==> config.mk <==
export PLATFORM = sky130hd
export DESIGN_NAME = sdw_mix
export DESIGN_NICKNAME = d
export VERILOG_FILES = /design/src/sdw_pkg.sv /design/src/sdw_mix.sv
export SDC_FILE = /design/constraint.sdc
export NUM_CORES = 2
export LEC_CHECK = 0
export BUFFER_PORTS_ARGS = -buffer_cell sky130_fd_sc_hd__buf_2
export CAP_MARGIN = 20
export CORE_UTILIZATION = 30
export DETAILED_ROUTE_END_ITERATION = 6
export GPL_TIMING_DRIVEN = 0
export HOLD_SLACK_MARGIN = 0.02
export SYNTH_ARGS = -nofsm -noshare
export SYNTH_HDL_FRONTEND = slang
export SYNTH_SLANG_ARGS = --single-unit
==> constraint.sdc <==
create_clock -name aclk -period 22.4 [get_ports aclk]
set_input_delay 0 -clock aclk [delete_from_list [all_inputs] [get_ports aclk]]
set_output_delay 0 -clock aclk [all_outputs]
set_load 0.01 [all_outputs]
==> src/sdw_pkg.sv <==
// Shared constants for the stereo delay widener.
`timescale 1ns / 1ps
package sdw_pkg;

    localparam int SAMPLE_W      = 16;
    localparam int DELAY_W       = 16;
    localparam int WEIGHT_W      = 17;
    localparam int CFG_IDX_W     = 1;
    localparam int CFG_DATA_W    = 17;
    localparam int BUF_DEPTH_DEF = 65536;

    localparam logic [WEIGHT_W-1:0] WEIGHT_ONE   = 17'd65536;
    localparam logic [WEIGHT_W-1:0] WEIGHT_RESET = 17'd32768;
    localparam logic [DELAY_W-1:0]  DELAY_RESET  = 16'd1;

    localparam logic [CFG_IDX_W-1:0] REG_DELAY  = 1'b0;
    localparam logic [CFG_IDX_W-1:0] REG_WEIGHT = 1'b1;

endpackage

==> src/sdw_mix.sv <==
// Weighted left/right mix: product stage, then sum, round and output register.
`timescale 1ns / 1ps
module sdw_mix
    import sdw_pkg::*;
(
    input  logic                       aclk,
    input  logic                       aresetn,
    input  logic                       in_valid,
    output logic                       in_ready,
    input  logic signed [SAMPLE_W-1:0] dry,
    input  logic signed [SAMPLE_W-1:0] delayed,
    input  logic [WEIGHT_W-1:0]        weight,
    output logic                       m_tvalid,
    input  logic                       m_tready,
    output logic [2*SAMPLE_W-1:0]      m_tdata    // [15:0] left_out, [31:16] right_out
);

    localparam int PW = SAMPLE_W + WEIGHT_W + 1;

    logic [WEIGHT_W-1:0]  wd, wn;
    logic signed [PW-1:0] p_del_wd_reg, p_del_wn_reg, p_dry_wd_reg, p_dry_wn_reg;
    logic                 p_valid_reg;
    logic                 p_ready;
    logic signed [PW:0]   sum_l, sum_r;
    logic [SAMPLE_W-1:0]  left_reg, right_reg;
    logic                 out_valid_reg;

    assign wd = (weight > WEIGHT_ONE) ? WEIGHT_ONE : weight;
    assign wn = WEIGHT_ONE - wd;

    assign p_ready  = !out_valid_reg || m_tready;
    assign in_ready = !p_valid_reg || p_ready;

    always_ff @(posedge aclk) begin
        if (in_valid && in_ready) begin
            p_del_wd_reg <= delayed * $signed({1'b0, wd});
            p_del_wn_reg <= delayed * $signed({1'b0, wn});
            p_dry_wd_reg <= dry * $signed({1'b0, wd});
            p_dry_wn_reg <= dry * $signed({1'b0, wn});
        end
    end

    // nearest, ties toward plus infinity
    assign sum_l = (PW+1)'(p_del_wd_reg) + (PW+1)'(p_dry_wn_reg) + (PW+1)'(32768);
    assign sum_r = (PW+1)'(p_del_wn_reg) + (PW+1)'(p_dry_wd_reg) + (PW+1)'(32768);

    always_ff @(posedge aclk) begin
        if (p_valid_reg && p_ready) begin
            left_reg  <= sum_l[SAMPLE_W+15:16];
            right_reg <= sum_r[SAMPLE_W+15:16];
        end
    end

    always_ff @(posedge aclk) begin
        if (!aresetn) begin
            p_valid_reg   <= 1'b0;
            out_valid_reg <= 1'b0;
        end else begin
            if (in_ready) begin
                p_valid_reg <= in_valid;
            end
            if (p_ready) begin
                out_valid_reg <= p_valid_reg;
            end
        end
    end

    assign m_tvalid = out_valid_reg;
    assign m_tdata  = {right_reg, left_reg};

endmodule

# Yosys cells after proc, flatten, opt, wreduce, memory -nomap -nowiden
# Cells that the tools add are included.
# op_classes
add_sub_neg,5
n_reduce_logical,6
magnitude_cmp,1
n_mux,1
mul,4
# ops
op,n
multiplier 16 x 18 -> 32 bit,4
"adder 32 x 17 -> 32 bit, second input constant",2
adder 32 bit,2
"> comparator 17 bit, second input constant",1
two-way mux 17 bit,1
"subtractor 17 bit, first input constant",1
logical AND 1 bit,2
logical NOT 1 bit,2
logical OR 1 bit,2
# totals
reg_bits,162
output_inout_bits,34

# Longest topological paths before layout
# depth
depth_word,4
depth_mapped,35
ltp_nobuf,32

# Least setup slack after synthesis
# OpenSTA, ideal clock, no wires.
# synth_path
kind,input-to-reg
start,input port weight[11]
end,"register p_dry_wd_reg[31], data pin"
setup_slack_ns,14.948
stages,30
t_arrival_ns,7.192
setup_time_ns,0.260
n_path_buf,3
path_cell_list,or4_1 > or3_1 > or3_4 > o21ai_4 > buf_4 > and2_1 > buf_6 > clkbuf_1 > nand2_1 > fa_1 > inv_1 > fa_1 > inv_1 > fa_1 > inv_1 > fa_1 > inv_1 > fa_1 > inv_1 > fa_1 > ha_1 > a21o_1 > a21o_1 > a211oi_1 > o31ai_1 > o31a_1 > a31oi_1 > o31ai_1 > a21oi_1 > xnor2_1
# synth_between
elab_chain_cells,3
# synth_lines
item,line_no,text
"start, declared",sdw_mix.sv:12,"input logic [WEIGHT_W-1:0] weight,"
> comparator 17 bit,sdw_mix.sv:28,assign wd = (weight > WEIGHT_ONE) ? WEIGHT_ONE : weight;
two-way mux 17 bit *,sdw_mix.sv:28,
multiplier 16 x 18 -> 32 bit *,sdw_mix.sv:38,"p_dry_wd_reg <= dry * $signed({1'b0, wd});"
"end signal, assigned",sdw_mix.sv:38,
"end, declared",sdw_mix.sv:21,"logic signed [PW-1:0] p_del_wd_reg, p_del_wn_reg, p_dry_wd_reg, p_dry_wn_reg;"
# Mark *: on every way between the ends. The rest lies on a longest branch, timed or not.
# A chain may end at the register's enable or synchronous reset.

# Worst setup path in the final report
# layout_path
start,input port weight[16]
end,"register p_del_wn_reg[31], data pin"
# layout_between
elab_chain_cells,4
# layout_lines
item,line_no,text
> comparator 17 bit,sdw_mix.sv:28,
two-way mux 17 bit *,sdw_mix.sv:28,
subtractor 17 bit *,sdw_mix.sv:29,assign wn = WEIGHT_ONE - wd;
multiplier 16 x 18 -> 32 bit *,sdw_mix.sv:37,"p_del_wn_reg <= delayed * $signed({1'b0, wn});"
"end signal, assigned",sdw_mix.sv:37,
"end, declared",sdw_mix.sv:21,
# Marks and branches as above.

==> out/metrics.yaml <==
worst_setup_path:
  cp.required_ns: 22.66
  r2r_cells: 11
  crit_slowest_cell: "clkbuf_1"
  slowest_delay_ns: 0.94
  cp.arrival_ns: 10.32
  crit_path_start_kind: "input port"
  cp-end-kind: "flip-flop"
  path_max_fanout: 10
  worst_path_most_repeated_cell: "fa_1"
  path_class: "input port to flip-flop"
yosys:
  yosys.area_share.simple_pct: 14.95
  synthFlopType: "edfxtp_1"
  synth_cell_types: 64
  synth_xor_area_share_pct: 3.398
  synth_area_leader_cell: "fa_1"
  synthesis.instances: 4718
  synth_fp_nets: 6174
  synth_compound_area_share_pct: 5.172
  synth_fa_ha_area_share_pct: 54.41
  seq_area_frac_synth_pct: 10.94
  ys_seq_elements: 160
  async_flop_share_pct: 0
  yosysTopAreaCellShare_pct: 38.08
  synth_top_family_by_area: "adder cells"
  synthMuxAreaShare_pct: 0.02288
  avgSynthCellArea_um2: 9.271
  synth_area_leaders: "fa_1 38%, ha_1 16%, edfxtp_1 11%"
  netlist_area_um2: 43740
  synth_warnings: 0
  synth-edff-count: 158
place:
  hpwlAfterDp_um: 134000
  place_congestion: 1.028
  port_buffers: 83
floorplan:
  dieArea_um2: 147300
  io_pins: 87
  die_x_um: 383.8
  start_util_pct: 30.34
  coreArea_um2: 144200
  rows: 139
  die_y_um: 383.8
cts:
  hold_buffers: 4
  cts-root-buf: "clkbuf_16"
  tritoncts: "built"
  clock_path_buffers: 2
  ctsResizeCount: 0
  postCtsSetupBuffers: 0
  cts_buffers: 17
  htreeDepth: 4
  path_clk_slew_ns: 0.07
  clkLatencyLatePin_ns: 0.53
  cts_sinks: 160
global_route:
  grt.overflow.total: 0
  grt_pass1_wl_um: 229900
  grt_pass1_vias: 35156
  antenna_found_initial: 31
  grt_max_degree: 67
  gr-usage-all-layers_pct: 21.79
drt:
  wl_per_cell_um: 23.31
  routed_wl_um: 157600
  first_pass_iters: 5
  viasPerCell: 4.983
  dr_total_vias: 33688
  ant_nets: 0
  drc: 0
  drt_iter0_markers: 2865
finish:
  drive_gt1_share_pct: 3.564
  layout_commonest_cell: "inv_1"
  layout_common_cells: "1065 x inv_1, 832 x fa_1, 624 x nand2_1"
  nNetsFinal: 6297
  syn_to_final_growth_pct: 8.427
timing:
  clock.fmax_mhz: 99.45
  fin_skew_ns: 0.01061
  setup_viol: 0
  holdWs_ns: 0.2539
  period_needed_ns: 10.05
  slew_headroom_pct: 15.65
  maxSlewViolCount: 0
  tightest_slew_ns: 1.265
  rsz0062_at_grt: "false"
  finalHoldViolations: 0
  post-route-period-util_pct: 44.89
  fin_tns_setup_ns: 0
worst_hold_path:
  min_path_cells: 3
  hold_path.class: "input port to flip-flop"
status:
  status: "completed"
job:
  maxCapViolCount: 0
final timing paths:
check / startpoint / to / slack (ns)
setup / recovery: weight[16] / p_del_wn_reg[31]$_DFFE_PP_ / 12.35
hold / removal: aresetn / p_valid_reg$_SDFFE_PN0N_ / 0.25
hold reg to reg: p_dry_wn_reg[31]$_DFFE_PP_ / left_reg[15]$_DFFE_PP_ / 0.76
setup reg to reg: p_del_wd_reg[2]$_DFFE_PP_ / left_reg[15]$_DFFE_PP_ / 17.95
cells in the mapped netlist, types with 14 or more instances:
cell type,number
inv_1,1065
fa_1,832
nand2_1,624
ha_1,571
and2_1,383
clkbuf_1,195
edfxtp_1,158
a21oi_1,125
xnor2_1,123
nor2_1,112
and3_1,81
o21ai_0,66
a21o_1,64
xor2_1,38
nand2b_1,27
nor3_1,26
nor2b_1,25
o21a_1,23
nand3_1,20
o21bai_1,17
buf_2,15
nand4_1,15
a211oi_1,14
final cells by class:
type	instances	area (um^2)
Clock inverter	14	148.9
Clock buffer	18	429.2
Tap cell	1903	2381
Multi-Input combinational cell	3275	34120
Antenna cell	4	10.01
Sequential cell	160	4785
Fill cell	15000	96750
Buffer	216	852.1
Timing Repair Buffer	104	699.4
Inverter	1067	4005
per-layer routing:
layer  global-route usage (%)  share of wire (%)
met2                    35.09                 46
met3                    5.072                9.0
met1                    28.62                 42
met4                    7.289                3.5
met5                   0.1949              0.059
through the flow:
stage	setup slack (ns)	instance area [um^2]	cells	utilization, %
after floorplan	14.95	43740	4718	-
after global routing	12.18	47420	6757	32.89
final	12.35	47430	6761	32.90
after detailed placement	12.10	46740	6717	32.42
after CTS	12.64	47360	6753	32.85
after global placement	11.43	46540	6704	32.28
worst max-delay path: cells and delay by family:
kind / cells / cell delay, ns
adders and majority gates: 8 / 3.35
buffers and inverters: 8 / 2.86
xor gates and xnor gates: 2 / 0.77
AOI/OAI and AO/OA: 8 / 2.59
and+or+nand+nor: 4 / 0.67
cell families (layout without fill, tap and decap cells):
group	after synthesis	count (layout)
fa+ha+maj	1403	1403
mux	1	1
xor+xnor	165	165
compound gates	360	360
other cells	0	4
buf+inv	1283	1419
flops	160	160
simple gates	1346	1346
Power is left out: the tool's default activity adds up to more than one toggle a clock period on the data nets, which glitch-free logic cannot reach.
