## src/sdw_pkg.sv

```systemverilog
// Shared constants for the stereo delay widener.
`timescale 1ns / 1ps
package sdw_pkg;

    localparam int SAMPLE_W      = 16;
    localparam int DELAY_W       = 16;
    localparam int WEIGHT_W      = 17;
    localparam int CFG_IDX_W     = 1;
    localparam int CFG_DATA_W    = 17;
    localparam int BUF_DEPTH_DEF = 65536;

    localparam logic [WEIGHT_W-1:0] WEIGHT_ONE   = 17'd65536;
    localparam logic [WEIGHT_W-1:0] WEIGHT_RESET = 17'd32768;
    localparam logic [DELAY_W-1:0]  DELAY_RESET  = 16'd1;

    localparam logic [CFG_IDX_W-1:0] REG_DELAY  = 1'b0;
    localparam logic [CFG_IDX_W-1:0] REG_WEIGHT = 1'b1;

endpackage

```

## src/sdw_addr_gen.sv

```systemverilog
// Write pointer, read address and first-pass fill tracking for the delay store.
`timescale 1ns / 1ps
module sdw_addr_gen
    import sdw_pkg::*;
#(
    parameter int BUF_DEPTH = BUF_DEPTH_DEF
) (
    input  logic                         aclk,
    input  logic                         aresetn,
    input  logic                         advance,
    input  logic [DELAY_W-1:0]           delay_samples,
    output logic [$clog2(BUF_DEPTH)-1:0] wr_addr,
    output logic [$clog2(BUF_DEPTH)-1:0] rd_addr,
    output logic                         rd_written
);

    localparam int AW = $clog2(BUF_DEPTH);
    localparam int EW = (AW + 1 > DELAY_W + 1) ? AW + 1 : DELAY_W + 1;

    logic [AW-1:0] wp_reg, wp_next;
    logic          wrapped_reg, wrapped_next;
    logic [EW-1:0] d_ext;
    logic [AW-1:0] d_eff;
    logic [AW:0]   rd_wide;

    always_comb begin
        d_ext = EW'(delay_samples);
        if (delay_samples == '0) begin
            d_ext = EW'(1);
        end
        if (d_ext >= EW'(BUF_DEPTH)) begin
            d_ext = EW'(BUF_DEPTH - 1);
        end
        d_eff = d_ext[AW-1:0];

        if (wp_reg >= d_eff) begin
            rd_wide = {1'b0, wp_reg} - {1'b0, d_eff};
        end else begin
            rd_wide = {1'b0, wp_reg} + (AW+1)'(BUF_DEPTH) - {1'b0, d_eff};
        end
    end

    assign rd_addr    = rd_wide[AW-1:0];
    assign wr_addr    = wp_reg;
    // before the first wrap only entries below the write pointer hold data
    assign rd_written = wrapped_reg || (rd_addr < wp_reg);

    always_comb begin
        wp_next      = wp_reg;
        wrapped_next = wrapped_reg;
        if (advance) begin
            if (wp_reg == AW'(BUF_DEPTH - 1)) begin
                wp_next      = '0;
                wrapped_next = 1'b1;
            end else begin
                wp_next = wp_reg + AW'(1);
            end
        end
    end

    always_ff @(posedge aclk) begin
        if (!aresetn) begin
            wp_reg      <= '0;
            wrapped_reg <= 1'b0;
        end else begin
            wp_reg      <= wp_next;
            wrapped_reg <= wrapped_next;
        end
    end

endmodule

```

## config.mk

```make
export PLATFORM = sky130hd
export DESIGN_NAME = sdw_addr_gen
export DESIGN_NICKNAME = d
export VERILOG_FILES = /design/src/sdw_pkg.sv /design/src/sdw_addr_gen.sv
export SDC_FILE = /design/constraint.sdc
export NUM_CORES = 1
export LEC_CHECK = 0
export BUFFER_PORTS_ARGS = -buffer_cell sky130_fd_sc_hd__clkbuf_2
export CAP_MARGIN = 20
export CORE_UTILIZATION = 58
export CTS_CLUSTER_DIAMETER = 150
export CTS_CLUSTER_SIZE = 16
export DETAILED_ROUTE_END_ITERATION = 8
export PLACE_DENSITY = 0.87
export SLEW_MARGIN = 20
export SYNTH_ARGS = -nofsm -noshare
export SYNTH_HDL_FRONTEND = slang
export SYNTH_SLANG_ARGS = --single-unit
export TNS_END_PERCENT = 30
```

## constraint.sdc

```tcl
create_clock -name aclk -period 8.5 [get_ports aclk]
set_clock_uncertainty 0.2 [all_clocks]
set_input_delay 1.7 -clock aclk [delete_from_list [all_inputs] [get_ports aclk]]
set_output_delay 1.7 -clock aclk [all_outputs]
set_load 0.01 [all_outputs]
```

# Word level (Yosys, flattened, before mapping)
# Cells that the tools add are included.
# word_totals
regBits,17
input_bits,19
out_inout_bits,33
elab_cells,17
# op_classes
n_addsub,4
order_cmp,3
eq_ne,1
n_mux,4
n_reduce_logical,3
# ops
op,count
16-bit two-way mux,4
"16-bit by 1-bit adder with 16-bit output, second input constant",2
16-bit subtractor,2
"17-bit greater-or-equal comparator, second input constant",1
"16-bit == test, second input constant",1
16-bit greater-or-equal comparator,1
16-bit zero test,1
16-bit < comparator,1
2-bit AND reduction,1
1-bit logical OR,1

# Depth between registers and ports, before layout
# Gate-level depths: netlist (run 1).
# logic_depth
depth_word,8
mapped_depth,18
ltp_nobuf,18

# Worst setup path after synthesis (run 1)
# No wires, ideal clock.
# synth_timing
path_kind,input port to output port
startpoint,input delay_samples[12]
endpoint,output rd_written
arrival_ns,4.863
t_required_ns,6.600
setup_slack_ns,1.737
stages,18
n_path_buf,0
cell_sequence,nor4_1 > a41o_1 > ha_1 > inv_1 > fa_1 > a21oi_1 > o211ai_1 > a2111oi_0 > o21bai_1 > a21oi_1 > xnor2_1 > ha_1 > a21o_1 > a21o_1 > a21oi_1 > o21ai_0 > nand2b_1 > o41a_1
# synth_via
elab_chain_len,8
elab_cells_between_ends,10
classes_between,add/sub: 2; order compare: 3; mux: 3; reduce/logical: 2
# synth_rtl
item,line,source
from (decl),sdw_addr_gen.sv:11,"input logic [DELAY_W-1:0] delay_samples,"
16-bit zero test,sdw_addr_gen.sv:28,if (delay_samples == '0) begin
16-bit two-way mux *,sdw_addr_gen.sv:28,
17-bit greater-or-equal comparator,sdw_addr_gen.sv:31,if (d_ext >= EW'(BUF_DEPTH)) begin
16-bit two-way mux *,sdw_addr_gen.sv:31,
16-bit subtractor (tied with other cells),sdw_addr_gen.sv:39,"rd_wide = {1'b0, wp_reg} + (AW+1)'(BUF_DEPTH) - {1'b0, d_eff};"
16-bit two-way mux *,sdw_addr_gen.sv:36,if (wp_reg >= d_eff) begin
via rd_addr[12],sdw_addr_gen.sv:13,"output logic [$clog2(BUF_DEPTH)-1:0] rd_addr,"
16-bit < comparator *,sdw_addr_gen.sv:46,assign rd_written = wrapped_reg || (rd_addr < wp_reg);
1-bit logical OR *,sdw_addr_gen.sv:46,
to (decl),sdw_addr_gen.sv:14,output logic rd_written
# Mark *: on every way through the listed nets, which the timed path passes. The rest lies on a longest branch.

# Worst setup path in the final report (run 1)
# layout_timing
startpoint,input delay_samples[12]
endpoint,output rd_written
# layout_via
elab_chain_len,8
elab_cells_between_ends,10
classes_between,add/sub: 2; order compare: 3; mux: 3; reduce/logical: 2
# layout_rtl
item,line
16-bit zero test,sdw_addr_gen.sv:28
16-bit two-way mux *,sdw_addr_gen.sv:28
17-bit greater-or-equal comparator,sdw_addr_gen.sv:31
16-bit two-way mux *,sdw_addr_gen.sv:31
16-bit subtractor (tied with other cells),sdw_addr_gen.sv:39
16-bit two-way mux *,sdw_addr_gen.sv:36
16-bit < comparator *,sdw_addr_gen.sv:46
1-bit logical OR *,sdw_addr_gen.sv:46
# Every way passes the cells marked *; elsewhere a longest branch is shown, timed or not.

==> results of run 1 <==
-- routing by layer --
layer | track usage | vias up
li1 | - | 1013
met1 | 0.3634 | 905
met2 | 0.4867 | 61
met3 | 0.03680 | 5
met4 | 0.07309 | 0
met5 | 0 | -
-- critical path, cell delays in order --
cell	delay [ns]
clkbuf_2	0.09
nor4_1	0.48
a41o_1	0.28
ha_1	0.17
inv_1	0.06
fa_1	0.40
a21oi_1	0.23
o211ai_1	0.15
a2111oi_0	0.52
o21bai_1	0.15
a21oi_1	0.19
xnor2_1	0.13
ha_1	0.20
a21o_1	0.17
a21o_1	0.16
a21oi_1	0.12
o21ai_0	0.10
nand2b_1	0.08
o41a_1	0.14
clkbuf_2	0.13
-- path summary, 6_finish.rpt --
check	start	end	slack [ns]	depth (start not counted)
max	delay_samples[12]	rd_written	0.95	20
min	wrapped_reg$_SDFFE_PN0P_	wrapped_reg$_SDFFE_PN0P_	0.36	2
max reg2reg	wr_addr[9]$_SDFFE_PN0P_	wr_addr[3]$_SDFFE_PN0P_	6.35	5
min reg2reg	wrapped_reg$_SDFFE_PN0P_	wrapped_reg$_SDFFE_PN0P_	0.36	2
-- cell usage after synthesis (all sizes together) --
library cell / number
nand2b: 4
a31oi: 2
dfxtp: 17
o31ai: 1
clkbuf: 1
and4bb: 1
o21a: 4
nor4: 5
nand2: 13
nand4: 9
nor3: 8
inv: 39
a21boi: 1
a41o: 1
a2111oi: 1
o21bai: 2
xor2: 1
and2: 8
ha: 33
or3: 1
a211o: 2
o211ai: 1
o2111ai: 1
mux2i: 1
and3b: 1
nor2b: 2
nor2: 26
a21o: 8
a221oi: 1
o22ai: 3
nand3: 6
o21ai: 8
fa: 1
xnor2: 24
or4: 1
a21oi: 16
o41a: 1
-- cell type report --
type                            instances  area share
Clock buffer                            4     0.01142
Inverter                               39     0.06362
Multi-Input combinational cell        198      0.6422
Sequential cell                        17      0.1479
Tap cell                               44     0.02393
Timing Repair Buffer                   51      0.1109
-- cells by family (layout without fill, tap and decap cells) --
| family | Yosys count | count (layout) | share of synthesized area |
|---|---|---|---|
| adder cells (fa/ha/maj) | 34 | 34 | 0.2200 |
| XOR/XNOR | 25 | 25 | 0.1113 |
| flip-flops | 17 | 17 | 0.1729 |
| AND/OR/NAND/NOR | 85 | 85 | 0.2206 |
| AO/OA/AOI/OAI | 53 | 53 | 0.1939 |
| multiplexers | 1 | 1 | 0.005086 |
| buffers and inverters | 40 | 94 | 0.07629 |
-- stage by stage --
step / setup slack, ns / std cells / utilization / total power (W)
2_1_floorplan: 1.737 / 255 / - / 0.0001237
3_3_place_gp: 1.224 / 349 / 0.7272 / 0.0001438
3_5_place_dp: 1.004 / 349 / 0.7272 / 0.0001451
4_1_cts: 1.011 / 353 / 0.7356 / 0.0001876
5_1_grt: 0.6211 / 353 / 0.7356 / 0.0002032
6_report: 0.9473 / 353 / 0.7356 / 0.0001877
-- power by group --
group	switching, W	internal (W)	leakage (nW)
clock network	0.0000254	0.0000183	0.0150
logic	0.0000347	0.0000277	0.924
registers	0.00000135	0.0000803	0.137
==> metrics.txt, run 1 <==
# TYPE chip_impl_metric gauge
chip_impl_metric{name="area_share_of_the_largest_cell_type_after_synthesis",unit=""} 0.2098
chip_impl_metric{name="gp_congestion",unit=""} 0.8980
chip_impl_metric{name="number_of_core_rows",unit=""} 20
chip_impl_info{name="layout_common_cells",value="clkbuf_2, inv_1, ha_1, nor2_1, xnor2_1"} 1
chip_impl_info{name="crit_type",value="primary input to output port"} 1
chip_impl_metric{name="final.hold.worst_slack",unit="ns"} 0.3591
chip_impl_metric{name="cts_setup_buffers",unit=""} 0
chip_impl_metric{name="filler_cell_count",unit=""} 251
chip_impl_metric{name="core_area",unit="um^2"} 3128
chip_impl_metric{name="cts-htree-levels",unit=""} 1
chip_impl_metric{name="multi_input_logic_area",unit="um^2"} 1478
chip_impl_metric{name="final_max_slew_viol_count",unit=""} 0
chip_impl_metric{name="grt_first_pass_wirelength",unit="mm"} 7.645
chip_impl_metric{name="post-route-period-util",unit=""} 0.8886
chip_impl_metric{name="route.met2.wl",unit="mm"} 2.160
chip_impl_metric{name="die_w",unit="um"} 60.25
chip_impl_info{name="cp_capture_type",value="output port"} 1
chip_impl_metric{name="crit_required",unit="ns"} 6.60
chip_impl_metric{name="total_met3_wirelength_after_detailed_routing",unit="um"} 231
chip_impl_metric{name="place_hpwl",unit="mm"} 3.961
chip_impl_metric{name="grt_remaining_overflow",unit=""} 0
chip_impl_metric{name="clock_buffers_created_by_tritoncts",unit=""} 3
chip_impl_metric{name="routed-via-count",unit=""} 1984
chip_impl_metric{name="mappedNetlistArea",unit="um^2"} 1968
chip_impl_metric{name="cts.clk_slew.worst_paths",unit="ns"} 0.09
chip_impl_metric{name="antenna_violating_nets_post_route",unit=""} 0
chip_impl_metric{name="crit_path_max_fanout",unit=""} 3
chip_impl_metric{name="die_h",unit="um"} 60.25
chip_impl_info{name="synth.top_cells.by_area",value="ha_1, dfxtp_1, xnor2_1"} 1
chip_impl_metric{name="max_cap_viols",unit=""} 0
chip_impl_info{name="rsz0062_at_grt",value="false"} 1
chip_impl_metric{name="number_of_diodes_added_for_antenna_fixing",unit=""} 0
chip_impl_metric{name="max_slew.worst_pin.slew",unit="ns"} 0.6992
chip_impl_metric{name="final-setup-viol-count",unit=""} 0
chip_impl_metric{name="synth.lib_cells_used.distinct",unit=""} 42
chip_impl_info{name="worst_hold_path_type",value="flip-flop to flip-flop"} 1
chip_impl_metric{name="power.static_leakage",unit="nW"} 1.076
chip_impl_metric{name="fin_nets",unit=""} 363
chip_impl_metric{name="first_global_vias",unit=""} 1746
chip_impl_metric{name="largest_register_ff_count",unit=""} 16
chip_impl_metric{name="drt_iter0_markers",unit=""} 118
chip_impl_metric{name="placed_instance_area",unit="um^2"} 2275
chip_impl_metric{name="postRouteWirelength",unit="mm"} 4.697
chip_impl_metric{name="avgViaCountPerCell",unit=""} 5.620
chip_impl_metric{name="power_density",unit="nW/um^2"} 81.58
chip_impl_info{name="tritoncts",value="done"} 1
chip_impl_metric{name="regArea",unit="um^2"} 340.3
chip_impl_info{name="status",value="completed"} 1
chip_impl_metric{name="mapped_cells",unit=""} 255
chip_impl_metric{name="period_needed",unit="ns"} 7.553
chip_impl_info{name="cts_root_buf",value="clkbuf_4"} 1
chip_impl_info{name="startpoint_type",value="primary input"} 1
chip_impl_metric{name="fin_area",unit="um^2"} 2301
chip_impl_metric{name="cts_repair_resize_count",unit=""} 0
chip_impl_metric{name="port_buffers",unit=""} 51
chip_impl_metric{name="worst-endpoint-arrival",unit="ns"} 5.65
chip_impl_info{name="layout.cells.most_common",value="clkbuf_2"} 1
chip_impl_metric{name="numClockSinks",unit=""} 17
chip_impl_metric{name="length_of_the_first_detailed_routing_pass_in_iterations",unit=""} 4
chip_impl_metric{name="initial_antenna_violation_count",unit=""} 0
chip_impl_metric{name="ir_worst_vdd",unit="uV"} 91.69
chip_impl_metric{name="synth_sequential_area_ratio",unit=""} 0.1729
chip_impl_metric{name="track_usage",unit=""} 0.2814
chip_impl_metric{name="timing_hold_violations_final",unit=""} 0
chip_impl_info{name="cell_type_with_the_highest_aggregate_area_in_the_netlist",value="ha_1"} 1
chip_impl_metric{name="slew-limit-headroom",unit=""} 0.5311
chip_impl_metric{name="post_route_cells_drive_above_1_share",unit=""} 0.2039
chip_impl_metric{name="max_clock_freq",unit="GHz"} 0.1324
chip_impl_metric{name="worstSkewPairLatency",unit="ns"} 0.29
chip_impl_metric{name="floorplan.die_area",unit="um^2"} 3630
chip_impl_metric{name="start_util",unit=""} 0.6292
chip_impl_info{name="maxUsedRoutingLayer",value="met4"} 1
chip_impl_metric{name="ys_warn_count",unit=""} 0
chip_impl_metric{name="synth.avg_cell_area",unit="um^2"} 7.718
chip_impl_metric{name="synth.net_count",unit=""} 308
chip_impl_metric{name="design.portCount",unit=""} 52
chip_impl_metric{name="number_of_buffers_on_the_longest_clock_path",unit=""} 2
chip_impl_metric{name="finalSetupTns",unit="ns"} 0
chip_impl_metric{name="cts_hold_fix_bufs",unit=""} 0
chip_impl_metric{name="post_drt_wl_per_cell",unit="um"} 13.31
chip_impl_metric{name="layout-area-overhead-vs-synth",unit="%"} 16.91
chip_impl_metric{name="drcViolationCount",unit=""} 0
chip_impl_metric{name="wl_met1",unit="mm"} 2.255
chip_impl_metric{name="synth_seq_cells",unit=""} 17
chip_impl_metric{name="largest_net_degree_at_the_start_of_global_routing",unit=""} 10
Power figures use the tool's default switching activity.
==> run 2: changes to the inputs <==
CAP_MARGIN = 10   (was 20)
CORE_ASPECT_RATIO = 1.4   (was not set)
==> metrics.txt, run 2 (synthesis results as in run 1) <==
# TYPE chip_impl_metric gauge
chip_impl_info{name="status",value="completed"} 1
chip_impl_metric{name="clock_buffers_created_by_tritoncts",unit=""} 3
chip_impl_metric{name="largest_net_degree_at_the_start_of_global_routing",unit=""} 11
chip_impl_info{name="rsz0062_at_grt",value="false"} 1
chip_impl_metric{name="track_usage",unit=""} 0.2949
chip_impl_metric{name="post_route_cells_drive_above_1_share",unit=""} 0.2071
chip_impl_metric{name="max_slew.worst_pin.slew",unit="ns"} 0.6676
chip_impl_metric{name="number_of_diodes_added_for_antenna_fixing",unit=""} 0
chip_impl_metric{name="filler_cell_count",unit=""} 285
chip_impl_metric{name="worst-endpoint-arrival",unit="ns"} 5.58
chip_impl_metric{name="initial_antenna_violation_count",unit=""} 0
chip_impl_metric{name="cts.clk_slew.worst_paths",unit="ns"} 0.07
chip_impl_metric{name="reg2reg_slack",unit="ns"} 6.36
chip_impl_metric{name="cts_repair_resize_count",unit=""} 0
chip_impl_metric{name="grt_remaining_overflow",unit=""} 0
chip_impl_metric{name="design.portCount",unit=""} 52
chip_impl_metric{name="post_drt_wl_per_cell",unit="um"} 14.39
chip_impl_metric{name="place_hpwl",unit="mm"} 4.230
chip_impl_metric{name="drcViolationCount",unit=""} 0
chip_impl_metric{name="timing_hold_violations_final",unit=""} 0
chip_impl_metric{name="hold_path_stages",unit=""} 2
chip_impl_info{name="cts_root_buf",value="clkbuf_8"} 1
chip_impl_metric{name="p_sw_frac",unit=""} 0.3171
chip_impl_info{name="tritoncts",value="done"} 1
chip_impl_info{name="worst_r2r_startpoint",value="wr_addr[9]$_SDFFE_PN0P_"} 1
chip_impl_metric{name="period_needed",unit="ns"} 7.483
chip_impl_metric{name="number_of_core_rows",unit=""} 24
chip_impl_metric{name="multi_input_logic_area",unit="um^2"} 1478
chip_impl_info{name="rr_endpoint",value="wr_addr[3]$_SDFFE_PN0P_"} 1
chip_impl_info{name="timing.hold.worst.start",value="wrapped_reg$_SDFFE_PN0P_"} 1
chip_impl_metric{name="die_w",unit="um"} 51.23
chip_impl_info{name="crit_top_cell",value="a21oi_1"} 1
chip_impl_metric{name="numClockSinks",unit=""} 17
chip_impl_metric{name="max_clock_freq",unit="GHz"} 0.1336
chip_impl_metric{name="final-setup-viol-count",unit=""} 0
chip_impl_metric{name="cts-htree-levels",unit=""} 1
chip_impl_metric{name="start_util",unit=""} 0.6183
chip_impl_metric{name="worstSkewPairLatency",unit="ns"} 0.25
chip_impl_metric{name="number_of_buffers_on_the_longest_clock_path",unit=""} 2
chip_impl_metric{name="length_of_the_first_detailed_routing_pass_in_iterations",unit=""} 4
chip_impl_metric{name="power.combinational.fraction",unit=""} 0.308
chip_impl_metric{name="floorplan.die_area",unit="um^2"} 3633
chip_impl_metric{name="slew-limit-headroom",unit=""} 0.5522
chip_impl_metric{name="switching_power",unit="W"} 0.00006542
chip_impl_metric{name="ir_worst_vdd",unit="uV"} 133.1
chip_impl_metric{name="cts_setup_buffers",unit=""} 0
chip_impl_info{name="timing.critical_path.cells",value="clkbuf_2 -> nor4_1 -> a41o_1 -> ha_1 -> inv_1 -> fa_1 -> a21oi_1 -> o211ai_1 -> a2111oi_0 -> o21bai_1 -> a21oi_1 -> xnor2_1 -> ha_1 -> a21o_1 -> a21o_1 -> a21oi_1 -> o21ai_0 -> nand2b_1 -> o41a_1 -> clkbuf_2"} 1
chip_impl_metric{name="crit_required",unit="ns"} 6.60
chip_impl_metric{name="grt_first_pass_wirelength",unit="mm"} 8.252
chip_impl_metric{name="post-route-period-util",unit=""} 0.8804
chip_impl_metric{name="antenna_violating_nets_post_route",unit=""} 0
chip_impl_metric{name="max_cap_viols",unit=""} 0
chip_impl_metric{name="reg2regPathDepth",unit=""} 5
chip_impl_metric{name="die_h",unit="um"} 70.93
chip_impl_metric{name="layout-area-overhead-vs-synth",unit="%"} 17.61
chip_impl_metric{name="power.static_leakage",unit="nW"} 1.087
chip_impl_info{name="hold_end",value="wrapped_reg$_SDFFE_PN0P_"} 1
chip_impl_metric{name="clockPowerShare",unit=""} 0.296
chip_impl_metric{name="gp_congestion",unit=""} 0.8518
chip_impl_info{name="startpoint_type",value="primary input"} 1
chip_impl_info{name="layout_common_cells",value="clkbuf_2, inv_1, ha_1, nor2_1, xnor2_1"} 1
chip_impl_metric{name="power_density",unit="nW/um^2"} 89.12
chip_impl_metric{name="setup_slack",unit="ns"} 1.017
chip_impl_metric{name="largest_register_ff_count",unit=""} 16
chip_impl_metric{name="crit_path_max_fanout",unit=""} 3
chip_impl_metric{name="postRouteWirelength",unit="mm"} 5.006
chip_impl_metric{name="cts_hold_fix_bufs",unit=""} 0
chip_impl_metric{name="timing.critical_path.slowest_cell_delay",unit="ns"} 0.54
chip_impl_metric{name="fin_nets",unit=""} 363
chip_impl_metric{name="core_area",unit="um^2"} 3183
chip_impl_metric{name="routed-via-count",unit=""} 2032
chip_impl_info{name="slowest_library_cell_on_the_worst_path",value="a2111oi_0"} 1
chip_impl_metric{name="final.hold.worst_slack",unit="ns"} 0.3298
chip_impl_info{name="crit_type",value="primary input to output port"} 1
chip_impl_metric{name="p_seq_frac",unit=""} 0.396
chip_impl_metric{name="avgViaCountPerCell",unit=""} 5.839
chip_impl_info{name="worst_hold_path_type",value="flip-flop to flip-flop"} 1
chip_impl_metric{name="p_int",unit="W"} 0.0001409
chip_impl_metric{name="dp_slack",unit="ns"} 1.136
chip_impl_metric{name="finalSetupTns",unit="ns"} 0
chip_impl_metric{name="finalCoreUtilization",unit=""} 0.7272
chip_impl_metric{name="regArea",unit="um^2"} 340.3
chip_impl_metric{name="drt_iter0_markers",unit=""} 41
chip_impl_info{name="layout.cells.most_common",value="clkbuf_2"} 1
chip_impl_metric{name="port_buffers",unit=""} 51
chip_impl_info{name="cp_capture_type",value="output port"} 1
chip_impl_metric{name="final_max_slew_viol_count",unit=""} 0
chip_impl_metric{name="first_global_vias",unit=""} 1918
## run 2: power by group through the flow
stage | logic, W | clock network, W | registers [W]
after floorplan | 0.0000402 | 0 | 0.0000835
after global placement | 0.0000603 | 0 | 0.0000835
after detailed placement | 0.0000624 | 0 | 0.0000835
after CTS | 0.0000630 | 0.0000629 | 0.0000817
after global routing | 0.0000701 | 0.0000652 | 0.0000819
final | 0.0000635 | 0.0000610 | 0.0000818
## run 2: worst max-delay path by stage
stage,startpoint,to,slack [ns]
floorplan,delay_samples[12],rd_written,1.74
global placement,delay_samples[12],rd_written,1.30
detailed placement,delay_samples[12],rd_written,1.14
CTS,delay_samples[12],rd_written,1.10
global route,delay_samples[12],rd_written,0.75
finish,delay_samples[12],rd_written,1.02
## run 2: stage by stage
step / area [um^2] / total power [W] / cells
global route: 2315 / 0.0002171 / 348
CTS: 2315 / 0.0002076 / 348
detailed placement: 2268 / 0.0001460 / 344
finish: 2315 / 0.0002063 / 348
global placement: 2268 / 0.0001438 / 344
floorplan: 1968 / 0.0001237 / 255
## run 2: critical path, delay by kind of cell
kind            cells  cell delay, ns
fa+ha+maj           3            0.78
simple gates        2            0.48
xor+xnor            1            0.11
buf+inv             3            0.28
compound gates     11            2.25
## run 2: area by class of cell
cell class | instances | area share
multi-input combinational | 198 | 0.6384
sequential | 17 | 0.1470
tap | 39 | 0.02108
timing repair buffer | 51 | 0.1103
inverter | 39 | 0.06324
clock buffer | 3 | 0.01784
clock inverter | 1 | 0.002162
## run 2: metal layers
metal	vias to the layer above	share of wire	global-route usage
met3	21	0.068	0.06452
met4	0	0.039	0.1231
met1	919	0.40	0.3259
met2	93	0.49	0.5292
met5	-	0	0
li1	999	-	-
